File: src/sv/ltc_ram.sv
// Generic simple dual-port RAM, one write and one registered read per cycle.
// No dependencies.
module ltc_ram #(
  parameter int WIDTH = 8,
  parameter int DEPTH = 16
) (
  input  logic                     clk,
  input  logic                     we,
  input  logic [$clog2(DEPTH)-1:0] waddr,
  input  logic [WIDTH-1:0]         wdata,
  input  logic [$clog2(DEPTH)-1:0] raddr,
  output logic [WIDTH-1:0]         rdata
);

  logic [WIDTH-1:0] mem [DEPTH];

  always_ff @(posedge clk) begin
    if (we) begin
      mem[waddr] <= wdata;
    end
    rdata <= mem[raddr];
  end

endmodule

File: config.mk
export PLATFORM = sky130hd
export DESIGN_NAME = ltc_ram
export DESIGN_NICKNAME = d
export VERILOG_FILES = /design/src/sv/ltc_ram.sv
export SDC_FILE = /design/constraint.sdc
export NUM_CORES = 1
export LEC_CHECK = 0
export ABC_AREA = 1
export BUFFER_PORTS_ARGS = -buffer_cell sky130_fd_sc_hd__buf_2
export CORE_ASPECT_RATIO = 1.25
export CORE_MARGIN = 2
export CORE_UTILIZATION = 60
export CTS_CLUSTER_DIAMETER = 150
export DETAILED_ROUTE_END_ITERATION = 10
export PLACE_DENSITY = 0.78
export SYNTH_ARGS = -nofsm -noshare
export SYNTH_HDL_FRONTEND = slang
export SYNTH_SLANG_ARGS = --single-unit
File: constraint.sdc
create_clock -name clk -period 3.1 [get_ports clk]
set_input_delay 0.155 -clock clk [delete_from_list [all_inputs] [get_ports clk]]
set_output_delay 0.155 -clock clk [all_outputs]
set_load 0.02 [all_outputs]
Word level (Yosys, flattened, before mapping)
Memories as Yosys holds them, arrays and structs flattened. A register that Yosys moved wholly into a read port is not among the register bits.
Index checks and enable logic that the tools add are counted.
{"block": "op_classes", "n_mux": 2}
{"operator": "$mux 1", "n": 2}
{"block": "totals", "reg_bits": 0, "mem_bits_rw": 128, "input_bits": 18, "n_memories": 1}
{"memory": "mem", "words": 16, "width": 8, "read_ports": 1, "rd_ports_with_merged_regs": 1, "write_ports": 1, "line_no": "15", "rtl": "logic [WIDTH-1:0] mem [DEPTH];"}

Logic depth before layout (Yosys ltp)
{"block": "depth", "depth_word": 2, "depth_mapped": 8}

Worst setup path after synthesis
OpenSTA, ideal clock, no wires.
{"block": "synth_timing", "path_type": "input -> register", "startpoint": "input waddr[2]", "endpoint": "memory mem[10][0], enable pin", "t_arrival_ns": 0.736, "required_ns": 2.730, "slack_ns": 1.994, "stages": 2, "path_cell_list": "nand3b_1 -> nor2_1"}
{"item": "start, declared", "line_no": "9", "rtl": "input logic [$clog2(DEPTH)-1:0] waddr,"}
{"item": "end, declared", "line_no": "15"}
Straight into the memory's write port.

==> impl_metrics.prom <==
# TYPE chip_impl_metric gauge
chip_impl_metric{name="synth.net_count",unit=""} 569
chip_impl_metric{name="cp.arrival",unit="ns"} 1.70
chip_impl_metric{name="vias",unit=""} 3847
chip_impl_metric{name="grt_pass1_wl",unit="µm"} 19310
chip_impl_info{name="run_status",value="finished clean"} 1
chip_impl_metric{name="power_leakage",unit="µW"} 0.002776
chip_impl_metric{name="number_of_antenna_violations_at_the_first_check_in_global_routing",unit=""} 0
chip_impl_metric{name="synth_sequential_area_ratio",unit="%"} 69.43
chip_impl_metric{name="drc",unit=""} 0
chip_impl_metric{name="total_area_of_multi_input_combinational_cells",unit="µm²"} 1214
chip_impl_metric{name="final_area",unit="µm²"} 6449
chip_impl_metric{name="synth_cell_types",unit=""} 12
chip_impl_metric{name="synth_warnings",unit=""} 0
chip_impl_metric{name="timing.fmax",unit="MHz"} 711.0
chip_impl_metric{name="core.rowCount",unit=""} 40
chip_impl_metric{name="path_max_fanout",unit=""} 33
chip_impl_metric{name="io_buffer_count",unit=""} 25
chip_impl_metric{name="max_slew.worst_pin.slew",unit="ns"} 1.048
chip_impl_metric{name="timing.clock.skew",unit="ns"} 0.007065
chip_impl_metric{name="critical_path_required",unit="ns"} 3.39
chip_impl_metric{name="timing.final.max_slew_violations",unit=""} 0
chip_impl_info{name="tritoncts",value="built"} 1
chip_impl_metric{name="post-cts-setup-buffer-count",unit=""} 0
chip_impl_metric{name="synth-seq-cells",unit=""} 136
chip_impl_metric{name="final_layout_size_suffix_gt1_share",unit="%"} 9.915
chip_impl_metric{name="vdd_drop_max",unit="V"} 0.0004963
chip_impl_metric{name="share_of_the_core_filled_with_cells_in_the_final_layout",unit="%"} 68.17
chip_impl_metric{name="drt_pre_antenna_iters",unit=""} 5
chip_impl_metric{name="final_net_count",unit=""} 590
chip_impl_metric{name="period_needed",unit="ns"} 1.407
chip_impl_metric{name="initial_core_util",unit="%"} 60.97
chip_impl_metric{name="detail_route.iter0.violations",unit=""} 497
chip_impl_metric{name="setup_total_negative_slack",unit="ns"} 0
chip_impl_metric{name="design.die.area",unit="µm²"} 10420
chip_impl_metric{name="report.final.hold_viol_count",unit=""} 0
chip_impl_metric{name="syn_avg_cell_area",unit="µm²"} 10.47
chip_impl_metric{name="clkTransAtPathRegs",unit="ns"} 0.06
chip_impl_metric{name="post_cts_resize_count",unit=""} 0
chip_impl_info{name="setup.worst_path.class",value="in -> reg"} 1
chip_impl_metric{name="grt-ovfl-total",unit=""} 0
chip_impl_info{name="clockRootBuffer",value="sky130_fd_sc_hd__clkbuf_16"} 1
chip_impl_metric{name="syn-cell-area",unit="µm²"} 5767
chip_impl_metric{name="synthesis.instances",unit=""} 551
chip_impl_info{name="worst_setup_path_end_kind",value="flop"} 1
chip_impl_metric{name="floorplan.die.width",unit="µm"} 91.69
chip_impl_metric{name="dp_hpwl",unit="µm"} 7445
chip_impl_metric{name="detail_route.wl_per_cell",unit="µm"} 17.34
chip_impl_metric{name="routed_wirelength",unit="µm"} 12330
chip_impl_metric{name="relSlewSlack",unit="%"} 30.03
chip_impl_metric{name="ff_latch_area",unit="µm²"} 4004
chip_impl_metric{name="core_region_area",unit="µm²"} 9459
chip_impl_metric{name="cts_hold_buffers",unit=""} 0
chip_impl_metric{name="finalCritPeriodShare",unit="%"} 45.37
chip_impl_metric{name="number_of_global_route_vias_before_repair",unit=""} 3825
chip_impl_metric{name="die_outline_height",unit="µm"} 113.6
chip_impl_metric{name="antennaDiodeCount",unit=""} 0
chip_impl_metric{name="cts_sinks",unit=""} 136
chip_impl_metric{name="viasPerCell",unit=""} 5.411
chip_impl_metric{name="floorplan.io_pins",unit=""} 26
chip_impl_metric{name="dpl_cell_area",unit="µm²"} 5891
chip_impl_info{name="holdCritPathClass",value="in -> reg"} 1
chip_impl_metric{name="grt_max_degree",unit=""} 65
chip_impl_metric{name="area_growth",unit="%"} 11.82
chip_impl_metric{name="fillers",unit=""} 663
chip_impl_metric{name="power.density_cell_area",unit="nW/µm²"} 647.9
chip_impl_metric{name="holdWs",unit="ns"} 0.1110
chip_impl_metric{name="place.gp.congestion",unit=""} 0.8181
chip_impl_metric{name="detail-route-antenna-nets",unit=""} 0
chip_impl_metric{name="track_usage",unit="%"} 25.49
chip_impl_metric{name="drv.max_cap_violation_count",unit=""} 0
chip_impl_metric{name="cts_max_level",unit=""} 4
chip_impl_metric{name="setup_viol",unit=""} 0
chip_impl_metric{name="cts-root-to-sink-buffers",unit=""} 2
chip_impl_metric{name="numCtsBuffers",unit=""} 17
chip_impl_metric{name="worst_skew_pair_latency",unit="ns"} 0.41
chip_impl_info{name="rsz0062_at_grt",value="false"} 1
chip_impl_info{name="worstSetupStartpointType",value="input port"} 1
[cells in the final DEF, fill, tap and decap left out]
cell type and instances:
sky130_fd_sc_hd__clkinv_1 2, sky130_fd_sc_hd__edfxtp_1 128, sky130_fd_sc_hd__buf_4 1, sky130_fd_sc_hd__inv_1 100, sky130_fd_sc_hd__clkinv_4 6, sky130_fd_sc_hd__clkbuf_16 17, sky130_fd_sc_hd__nand3b_1 2, sky130_fd_sc_hd__buf_2 25
sky130_fd_sc_hd__dfxtp_1 8, sky130_fd_sc_hd__clkinvlp_4 5, sky130_fd_sc_hd__clkinv_2 1, sky130_fd_sc_hd__nor2_1 17, sky130_fd_sc_hd__nand2_1 173, sky130_fd_sc_hd__bufinv_16 1, sky130_fd_sc_hd__inv_2 2, sky130_fd_sc_hd__nand3_1 97
[cell type report]
cell class,count,share of cell area [%]
flip-flops and latches,136,62.09
multi-input cells,289,18.82
clock buffers,17,6.597
inverters,102,5.937
well taps,126,2.445
clock inverters,15,2.057
repair buffers,26,2.057
[flip-flops by register name, summed over array words and instances (netlist names)]
signal	count
mem	128
rdata	8
[cell families after synthesis]
kind of cell	share of synthesized area (%)
simple gates	21.05
flops	69.43
buf+inv	9.525
[stage by stage]
| step | power (µW) | cells | setup slack, ns |
|---|---|---|---|
| 6_report | 4178 | 711 | 1.693 |
| 3_3_place_gp | 2346 | 679 | 1.379 |
| 2_1_floorplan | 2264 | 551 | 1.994 |
| 5_1_grt | 4301 | 711 | 1.609 |
| 3_5_place_dp | 2354 | 679 | 1.352 |
| 4_1_cts | 4187 | 711 | 1.765 |
[power by group]
group,internal [µW],switching (µW)
Combinational,64.7,184
Sequential,2060,13.5
Clock,1100,761
Total,3220,958
[metal layers]
metal / wire, µm / global-route usage [%] / vias up
met2: 6202 / 41.13 / 184
li1: - / - / 1822
met4: 571 / 16.06 / 0
met5: 0 / 0 / -
met3: 899 / 6.473 / 49
met1: 4653 / 30.80 / 1792
[cell usage after synthesis]
cell / count / area share, %
sky130_fd_sc_hd__nand2_1: 173 / 11
sky130_fd_sc_hd__edfxtp_1: 128 / 67
sky130_fd_sc_hd__inv_1: 100 / 6.5
sky130_fd_sc_hd__nand3_1: 97 / 8.4
sky130_fd_sc_hd__nor2_1: 17 / 1.1
sky130_fd_sc_hd__buf_2: 13 / 1.1
sky130_fd_sc_hd__dfxtp_1: 8 / 2.8
sky130_fd_sc_hd__buf_6: 6 / 1.2
sky130_fd_sc_hd__buf_4: 4 / 0.52
sky130_fd_sc_hd__inv_2: 2 / 0.13
sky130_fd_sc_hd__nand3b_1: 2 / 0.26
sky130_fd_sc_hd__buf_1: 1 / 0.065
[critical path: stages]
cell	delay, ns
sky130_fd_sc_hd__buf_2	0.51
sky130_fd_sc_hd__inv_2	0.44
sky130_fd_sc_hd__nand3_1	0.23
sky130_fd_sc_hd__nand3_1	0.11
sky130_fd_sc_hd__nand3_1	0.13
sky130_fd_sc_hd__nand2_1	0.10
[path summary, 6_finish.rpt]
kind	end	slack [ns]	cells past startpoint	from
setup / recovery	rdata[0]	1.69	6	raddr[1]
hold / removal	rdata[1]	0.11	3	raddr[3]
setup reg to reg	rdata[0]	2.00	6	mem[5][0]
hold reg to reg	rdata[7]	0.70	6	mem[10][7]
Note: power is estimated with default switching activity, not from simulation.
